File: src/rtl/core/tlvd_pkg.sv
// Shared types, codes and the CRC-32 byte update for the TLV record deframer.
// Used by tlvd_parser, tlvd_out_reg and the top level; no dependencies.
package tlvd_pkg;

    localparam logic [1:0] ACT_START  = 2'd0;
    localparam logic [1:0] ACT_DATA   = 2'd1;
    localparam logic [1:0] ACT_FINISH = 2'd2;

    localparam logic [1:0] KIND_HEADER = 2'd0;
    localparam logic [1:0] KIND_VALUE  = 2'd1;
    localparam logic [1:0] KIND_STATUS = 2'd2;
    localparam logic [1:0] KIND_FORMAT = 2'd3;

    localparam logic [1:0] ST_OK     = 2'd0;
    localparam logic [1:0] ST_FORMAT = 2'd1;
    localparam logic [1:0] ST_CRC    = 2'd2;

    localparam logic [31:0] CRC_POLY      = 32'hEDB8_8320;
    localparam logic [31:0] HEADER_BYTES  = 32'd4;

    typedef struct packed {
        logic        valid;
        logic [1:0]  result_kind;
        logic [15:0] record_tag;
        logic [15:0] record_length;
        logic [7:0]  value_byte;
        logic [15:0] value_offset;
        logic        last_of_record;
        logic [1:0]  status_code;
    } tlvd_result_t;

    function automatic logic [31:0] crc_byte(input logic [31:0] crc, input logic [7:0] b);
        logic [31:0] c;
        c = ~crc ^ {24'd0, b};
        for (int i = 0; i < 8; i++)
        begin
            c = c[0] ? ((c >> 1) ^ CRC_POLY) : (c >> 1);
        end
        return ~c;
    endfunction

endpackage

File: src/rtl/core/tlvd_parser.sv
// Parser state and per-word next-state logic: header assembly, value tracking, CRC.
// Depends on tlvd_pkg; produces one tlvd_result_t per accepted word.
module tlvd_parser
    import tlvd_pkg::*;
(
    input  logic         clk,
    input  logic         rst_n,
    input  logic         fire,
    input  logic [1:0]   action,
    input  logic [7:0]   data_byte,
    input  logic [31:0]  payload_length,
    input  logic [31:0]  expected_crc,
    output tlvd_result_t result
);

    logic [31:0] crc_reg, crc_next;
    logic [31:0] consumed_reg, consumed_next;
    logic [31:0] total_reg, total_next;
    logic [31:0] expect_reg, expect_next;
    logic [1:0]  hbs_reg, hbs_next;
    logic [15:0] tag_reg, tag_next;
    logic [15:0] len_reg, len_next;
    logic [15:0] rbr_reg, rbr_next;
    logic        err_reg, err_next;
    logic        inval_reg, inval_next;

    logic [31:0] remaining;
    logic [31:0] crc_upd;
    logic [15:0] off_inc;

    assign remaining = total_reg - consumed_reg;
    assign crc_upd   = crc_byte(crc_reg, data_byte);
    assign off_inc   = rbr_reg + 16'd1;

    always_comb
    begin
        crc_next      = crc_reg;
        consumed_next = consumed_reg;
        total_next    = total_reg;
        expect_next   = expect_reg;
        hbs_next      = hbs_reg;
        tag_next      = tag_reg;
        len_next      = len_reg;
        rbr_next      = rbr_reg;
        err_next      = err_reg;
        inval_next    = inval_reg;
        result        = '0;
        case (action)
            ACT_START:
            begin
                crc_next      = '0;
                consumed_next = '0;
                total_next    = payload_length;
                expect_next   = expected_crc;
                hbs_next      = '0;
                tag_next      = '0;
                len_next      = '0;
                rbr_next      = '0;
                err_next      = 1'b0;
                inval_next    = 1'b0;
            end
            ACT_FINISH:
            begin
                result.valid       = 1'b1;
                result.result_kind = KIND_STATUS;
                if (err_reg || consumed_reg != total_reg)
                    result.status_code = ST_FORMAT;
                else if (crc_reg != expect_reg)
                    result.status_code = ST_CRC;
                else
                    result.status_code = ST_OK;
            end
            ACT_DATA:
            begin
                if (!err_reg && consumed_reg < total_reg)
                begin
                    if (inval_reg)
                    begin
                        crc_next      = crc_upd;
                        consumed_next = consumed_reg + 32'd1;
                        rbr_next      = off_inc;
                        if (off_inc == len_reg)
                        begin
                            inval_next = 1'b0;
                            hbs_next   = '0;
                        end
                        result.valid          = 1'b1;
                        result.result_kind    = KIND_VALUE;
                        result.record_tag     = tag_reg;
                        result.record_length  = len_reg;
                        result.value_byte     = data_byte;
                        result.value_offset   = rbr_reg;
                        result.last_of_record = (off_inc == len_reg);
                    end
                    else if (hbs_reg == 2'd0 && remaining < HEADER_BYTES)
                    begin
                        err_next           = 1'b1;
                        result.valid       = 1'b1;
                        result.result_kind = KIND_FORMAT;
                        result.status_code = ST_FORMAT;
                    end
                    else
                    begin
                        crc_next      = crc_upd;
                        consumed_next = consumed_reg + 32'd1;
                        case (hbs_reg)
                            2'd0:    tag_next = {8'd0, data_byte};
                            2'd1:    tag_next = {data_byte, tag_reg[7:0]};
                            2'd2:    len_next = {8'd0, data_byte};
                            default: len_next = {data_byte, len_reg[7:0]};
                        endcase
                        if (hbs_reg != 2'd3)
                        begin
                            hbs_next = hbs_reg + 2'd1;
                        end
                        else
                        begin
                            hbs_next             = '0;
                            result.valid         = 1'b1;
                            result.record_tag    = tag_reg;
                            result.record_length = len_next;
                            if ({16'd0, len_next} > remaining - 32'd1)
                            begin
                                err_next           = 1'b1;
                                result.result_kind = KIND_FORMAT;
                                result.status_code = ST_FORMAT;
                            end
                            else
                            begin
                                rbr_next           = '0;
                                inval_next         = (len_next != 16'd0);
                                result.result_kind = KIND_HEADER;
                            end
                        end
                    end
                end
            end
            default:
            begin
            end
        endcase
    end

    always_ff @(posedge clk or negedge rst_n)
    begin
        if (!rst_n)
        begin
            crc_reg      <= '0;
            consumed_reg <= '0;
            total_reg    <= '0;
            expect_reg   <= '0;
            hbs_reg      <= '0;
            tag_reg      <= '0;
            len_reg      <= '0;
            rbr_reg      <= '0;
            err_reg      <= 1'b0;
            inval_reg    <= 1'b0;
        end
        else if (fire)
        begin
            crc_reg      <= crc_next;
            consumed_reg <= consumed_next;
            total_reg    <= total_next;
            expect_reg   <= expect_next;
            hbs_reg      <= hbs_next;
            tag_reg      <= tag_next;
            len_reg      <= len_next;
            rbr_reg      <= rbr_next;
            err_reg      <= err_next;
            inval_reg    <= inval_next;
        end
    end

    a_consumed_bound: assert property (@(posedge clk) disable iff (!rst_n)
        consumed_reg <= total_reg)
        else $error("consumed count passed payload total");

    a_value_no_header: assert property (@(posedge clk) disable iff (!rst_n)
        inval_reg |-> (hbs_reg == 2'd0 && !err_reg && rbr_reg < len_reg))
        else $error("value phase with inconsistent header state");

    a_error_freezes_crc: assert property (@(posedge clk) disable iff (!rst_n)
        (fire && action == ACT_DATA && err_reg) |=> $stable(crc_reg) && $stable(consumed_reg))
        else $error("data word consumed while error set");

    a_finish_keeps_state: assert property (@(posedge clk) disable iff (!rst_n)
        (fire && action == ACT_FINISH) |=> $stable(crc_reg) && $stable(hbs_reg))
        else $error("finish word changed parser state");

endmodule

File: src/rtl/core/tlvd_out_reg.sv
// Result register between the parser and the output channel.
// Depends on tlvd_pkg; holds one result word until it is taken.
module tlvd_out_reg
    import tlvd_pkg::*;
(
    input  logic         clk,
    input  logic         rst_n,
    input  logic         fire,
    input  tlvd_result_t result,
    input  logic         out_ready,
    output logic         in_ready,
    output logic         out_valid,
    output tlvd_result_t held
);

    logic         valid_reg, valid_next;
    tlvd_result_t data_reg;

    assign in_ready  = !valid_reg || out_ready;
    assign out_valid = valid_reg;
    assign held      = data_reg;

    always_comb
    begin
        valid_next = valid_reg;
        if (fire)
            valid_next = result.valid;
        else if (out_ready)
            valid_next = 1'b0;
    end

    always_ff @(posedge clk or negedge rst_n)
    begin
        if (!rst_n)
            valid_reg <= 1'b0;
        else
            valid_reg <= valid_next;
    end

    always_ff @(posedge clk)
    begin
        if (fire && result.valid)
            data_reg <= result;
    end

endmodule

File: src/rtl/core/tlv_record_deframer_crc32_top.sv
// TLV record deframer with CRC-32 check, top level.
// Takes one input word a cycle; each word is handled by combinational parser logic,
// so a new word is accepted in every cycle while the result register is empty or
// being taken. A result is registered and appears in the cycle after its word;
// start words and ignored bytes give none. The throughput of one word per cycle is
// set by the combinational CRC byte update and header/length compare in the parser
// ahead of the result register. Depends on tlvd_pkg, tlvd_parser and tlvd_out_reg.
module tlv_record_deframer_crc32_top
    import tlvd_pkg::*;
(
    input  logic        clk,
    input  logic        rst_n,
    input  logic        in_valid,
    output logic        in_ready,
    input  logic [1:0]  action,
    input  logic [7:0]  data_byte,
    input  logic [31:0] payload_length,
    input  logic [31:0] expected_crc,
    output logic        out_valid,
    input  logic        out_ready,
    output logic [1:0]  result_kind,
    output logic [15:0] record_tag,
    output logic [15:0] record_length,
    output logic [7:0]  value_byte,
    output logic [15:0] value_offset,
    output logic        last_of_record,
    output logic [1:0]  status_code
);

    logic         fire;
    tlvd_result_t result;
    tlvd_result_t held;

    assign fire = in_valid && in_ready;

    tlvd_parser u_parser (
        .clk            (clk),
        .rst_n          (rst_n),
        .fire           (fire),
        .action         (action),
        .data_byte      (data_byte),
        .payload_length (payload_length),
        .expected_crc   (expected_crc),
        .result         (result)
    );

    tlvd_out_reg u_out_reg (
        .clk       (clk),
        .rst_n     (rst_n),
        .fire      (fire),
        .result    (result),
        .out_ready (out_ready),
        .in_ready  (in_ready),
        .out_valid (out_valid),
        .held      (held)
    );

    assign result_kind    = held.result_kind;
    assign record_tag     = held.record_tag;
    assign record_length  = held.record_length;
    assign value_byte     = held.value_byte;
    assign value_offset   = held.value_offset;
    assign last_of_record = held.last_of_record;
    assign status_code    = held.status_code;

endmodule
File: config.mk
export PLATFORM = sky130hd
export DESIGN_NAME = tlv_record_deframer_crc32_top
export DESIGN_NICKNAME = d
export VERILOG_FILES = /design/src/rtl/core/tlvd_pkg.sv /design/src/rtl/core/tlvd_parser.sv /design/src/rtl/core/tlvd_out_reg.sv /design/src/rtl/core/tlv_record_deframer_crc32_top.sv
export SDC_FILE = /design/constraint.sdc
export NUM_CORES = 1
export LEC_CHECK = 0
export ABC_AREA = 1
export BUFFER_PORTS_ARGS = -buffer_cell sky130_fd_sc_hd__buf_4
export CELL_PAD_IN_SITES_DETAIL_PLACEMENT = 0
export CELL_PAD_IN_SITES_GLOBAL_PLACEMENT = 1
export CORE_MARGIN = 2
export CORE_UTILIZATION = 41
export CTS_CLUSTER_SIZE = 16
export DETAILED_ROUTE_END_ITERATION = 10
export PLACE_DENSITY = 0.78
export SETUP_SLACK_MARGIN = 0.5
export SYNTH_ARGS = -nofsm -noshare
export SYNTH_HDL_FRONTEND = slang
export SYNTH_HIERARCHICAL = 1
export SYNTH_SLANG_ARGS = --single-unit
File: constraint.sdc
create_clock -name clk -period 4.25 [get_ports clk]
set_input_delay 0.85 -clock clk [delete_from_list [all_inputs] [get_ports clk]]
set_output_delay 0.85 -clock clk [all_outputs]
set_load 0.005 [all_outputs]
# After elaboration in Yosys (flattened, before gate mapping)
# Index checks and enable logic that the tools add are counted.
[word_totals]
regBits = 242
inputBits = 78
out_inout_bits = 63
word_cells = 155
[classes]
n_addsub = 5
bitwise = 11
n_eq_ne = 20
magnitude_cmp = 3
n_reduce_logical = 25
muxes = 72
[ops]
columns = ["op", "n"]
rows = [
  ["32-bit two-way mux", 15],
  ["16-bit two-way mux", 15],
  ["16-bit case mux with 2 select lines", 5],
  ["32-bit case mux with 2 select lines", 2],
  ["13-bit NOT with 14-bit output", 8],
  ["35-bit two-way mux", 2],
  ["32-bit inequality test", 2],
  ["32-bit NOT", 2],
  ["62-bit two-way mux", 1],
  ["32-bit by 1-bit adder with 32-bit output (second input constant)", 1],
  ["16-bit by 32-bit greater-than comparator with 1-bit output", 1],
  ["32-bit by 3-bit < comparator with 1-bit output (second input constant)", 1],
  ["32-bit < comparator", 1],
  ["32-bit by 1-bit subtractor with 32-bit output (second input constant)", 1],
  ["32-bit subtractor", 1],
  ["32-bit by 8-bit XOR with 32-bit output", 1],
  ["25-bit two-way mux", 1],
  ["2-bit two-way mux", 11],
  ["6-bit AND reduction", 3],
  ["16-bit by 1-bit adder with 16-bit output (second input constant)", 1],
  ["16-bit equality test", 1],
  ["16-bit nonzero test", 1],
  ["3-bit by 2-bit inequality test with 1-bit output (second input constant)", 5],
  ["1-bit two-way mux", 14],
  ["other kinds (22)", 40],
]

# Longest topological paths before layout
[logic_depth]
depth_word = 23
ltp_mapped = 34
ltp_nobuf = 32

# By module
# Netlist, hierarchy kept.
[by_module_without_submodules]
columns = ["module", "cells_per_inst", "n_inst", "area_per_inst_um2", "seq_area_each_um2"]
rows = [
  ["tlvd_parser", 2104, 1, 14639.0, 4504.3],
  ["tlvd_out_reg", 70, 1, 1913.1, 1886.8],
  ["tlv_record_deframer_crc32_top", 2, 1, 7.5, 0.0],
]

# Least setup slack after synthesis
# Ideal clock, no wire load.
[synth_path]
path_kind = "register -> register"
from = "register u_parser.consumed_reg[0]"
to = "register u_out_reg.data_reg (netlist bit u_out_reg/held[0]), enable pin"
required_ns = 3.834
path_stages_with_launch = 20
n_path_buf = 0
period_less_slack_ns = 4.368
t_arrival_ns = 3.951
setup_ns = 0.416
path_slack_ns = -0.118
cell_sequence = "dfrtp_1 ha_1 fa_1 inv_1 nand2_1 nand2_1 nand3_1 nand2_1 nand2_1 nand3_1 nand2_1 inv_2 nand2_1 nor2_2 nand2_1 nor4_1 nor3_1 o21ai_0 nand2_1 inv_1"
[synth_rtl]
columns = ["item", "line_no", "text"]
rows = [
  ["from (decl)", "tlvd_parser.sv:17", "logic [31:0] consumed_reg, consumed_next;"],
  ["from (signal assigned)", "tlvd_parser.sv:162", "consumed_reg <= consumed_next;"],
  ["to (signal assigned)", "tlvd_out_reg.sv:43", "data_reg <= result;"],
  ["to (decl)", "tlvd_out_reg.sv:17", "tlvd_result_t data_reg;"],
]

==> flow_summary.yaml <==
setup_path:
  end_kind: "flip-flop"
  cp_top_family: "simple AND/OR/NAND/NOR gates"
  crit_buf_inv: 1
  cp.depth: 26
  critPathLaunch: "u_parser/consumed_reg[0]"
  cpMaxStageDelayCell: "fa_2"
  reg2reg_depth: 26
  r2r-end: "u_out_reg/held[60]"
  r2r_start: "u_parser/consumed_reg[0]"
  cpPeakStageDelay_ns: 0.61
  reg2reg_slack_ns: 0.17
  crit_type: "reg2reg"
  crit_path_start_kind: "flip-flop"
  worstPathArrival_ns: 4.55
  cp_max_fo: 3
  endpoint: "u_out_reg/held[60]"
  crit_required_ns: 4.71
routing:
  dr.pass1.iters: 5
  antenna_left: 0
  wl_per_cell_um: 17.50
  totalWireLength_mm: 51.30
  vias: 15030
  dr.first_iter.drc_count: 946
  vias_per_cell: 5.129
  drc: 0
clock_tree:
  clockBufferDepth: 3
  clock_latency_ns: 0.59
  cts-root-buf: "clkbuf_16"
  numCtsBuffers: 29
  cts_sinks: 242
  postCtsHoldBufs: 0
  clk_pin_slew_ns: 0.06
  h-tree-depth: 1
  tritoncts: "done"
die:
  rows: 73
  die_area_mm2: 0.04194
  core-area_mm2: 0.03973
  initial_core_util: 0.4160
  io_pins: 141
  die_x_um: 204.8
  die_h_um: 204.8
final_layout:
  final_common_cell: "nand2_1"
  num-fill-cells: 3903
  fin_cells: 2931
  largest_reg_flops: 61
  fin_nets: 2520
  drive_gt1_frac: 0.2373
  synthToLayoutAreaGrowth_pct: 23.96
  final_cell_mix: "517 x nand2_1, 266 x inv_1, 216 x buf_4, 179 x dfrtp_1, 161 x nor2_1"
  antennaDiodeCount: 0
synthesis:
  syn_area_mm2: 0.01653
  postSynthAreaPerCell_um2: 7.600
  synthCells: 2175
  ys_warn_count: 6
  syn_nets: 2312
placed_design:
  dp_worst_setup_slack_ns: 0.01476
  place_hpwl_mm: 39.53
  placed_cells: 2844
  place.gp.congestion: 0.8969
  portBuffers: 140
sta:
  rsz0062_at_grt: "true"
  hold_viol_final: 0
  setup_slack_ns: 0.1656
  tightest_slew_ns: 0.9167
  setup_viol: 0
  fin_crit_sh: 0.9610
  fin_crit_ns: 4.084
  max_freq_ghz: 0.2448
  slew_violations: 0
  fin_skew_ns: 0.01040
  slew-limit-headroom: 0.3889
grt:
  grt_usage: 0.2451
  antenna_found_initial: 0
  grt_max_degree: 105
  first_global_vias: 14750
  grt_overflow_total: 0
  grt_pass1_wl_mm: 80.47
run:
  drv_cap: 0
power_and_ir_drop:
  peakVddDrop_mv: 0.3288
  power_leakage_nw: 9.343
  p_per_area_mw_per_mm2: 522.3
run_status:
  status: "completed"
worst_hold_path:
  hold_class: "in2async"
area by class of cell:
type / count / area, um2 / area share
Clock buffer: 31 / 733.2 / 0.03578
Sequential cell: 242 / 6364 / 0.3106
Multi-Input combinational cell: 1571 / 9482 / 0.4627
Timing Repair Buffer: 223 / 1729 / 0.08439
Inverter: 316 / 1192 / 0.05819
Tap cell: 525 / 656.9 / 0.03206
Clock inverter: 23 / 332.8 / 0.01624
worst min-delay path by stage:
| stage | depth (start not counted) | startpoint | to | slack, ns |
|---|---|---|---|---|
| after floorplan | 2 | u_parser/rbr_reg[9] | u_parser/rbr_reg[9] | 0.44 |
| after global placement | 2 | u_parser/rbr_reg[9] | u_parser/rbr_reg[9] | 0.46 |
| after detailed placement | 2 | u_parser/rbr_reg[9] | u_parser/rbr_reg[9] | 0.47 |
| after CTS | 1 | rst_n | u_parser/consumed_reg[25] | 0.39 |
| after global routing | 1 | rst_n | u_parser/consumed_reg[27] | 0.41 |
| final | 1 | rst_n | u_parser/consumed_reg[25] | 0.37 |
power breakdown:
group / internal (mW) / switching [mW] / total [mW]
sequential: 2.73 / 0.337 / 3.07
combinational: 1.81 / 3.05 / 4.87
clock: 1.69 / 1.08 / 2.77
repair_timing:
action / CTS / global route
setup buffers: 19 / 13
gates cloned: 1 / 0
pin swaps: 14 / 50
setup endpoints to repair: 161 / 213
gates resized for setup: 99 / 90
layer usage:
metal | vias up | track usage | routed length [um] | share of wire
li1 | 7523 | - | - | -
met1 | 7105 | 0.3239 | 23000 | 0.45
met2 | 344 | 0.4259 | 24680 | 0.48
met3 | 62 | 0.02354 | 2358 | 0.046
met4 | 0 | 0.06962 | 1260 | 0.025
met5 | - | 0 | 0 | 0
worst reg2reg max path, delay by kind of cell, from the launching register on:
family	cells	cell delay, ns
simple gates	20	2.01
fa+ha+maj	3	1.09
flops	1	0.40
compound gates	1	0.18
xor+xnor	1	0.17
buf+inv	1	0.11
per-stage QoR:
| step | instance area [um2] | power [mW] | hold slack, ns | util | TNS, ns |
|---|---|---|---|---|---|
| after floorplan | 16540 | 6.184 | 0.4419 | - | 0 |
| after global placement | 18450 | 7.383 | 0.4565 | 0.4643 | 0 |
| after detailed placement | 18450 | 7.453 | 0.4659 | 0.4643 | 0 |
| after CTS | 20060 | 10.49 | 0.3895 | 0.5049 | 0 |
| after global routing | 20490 | 11.44 | 0.4141 | 0.5157 | -2.621 |
| final | 20490 | 10.70 | 0.3661 | 0.5157 | 0 |
(Power assumes the default switching activity.)
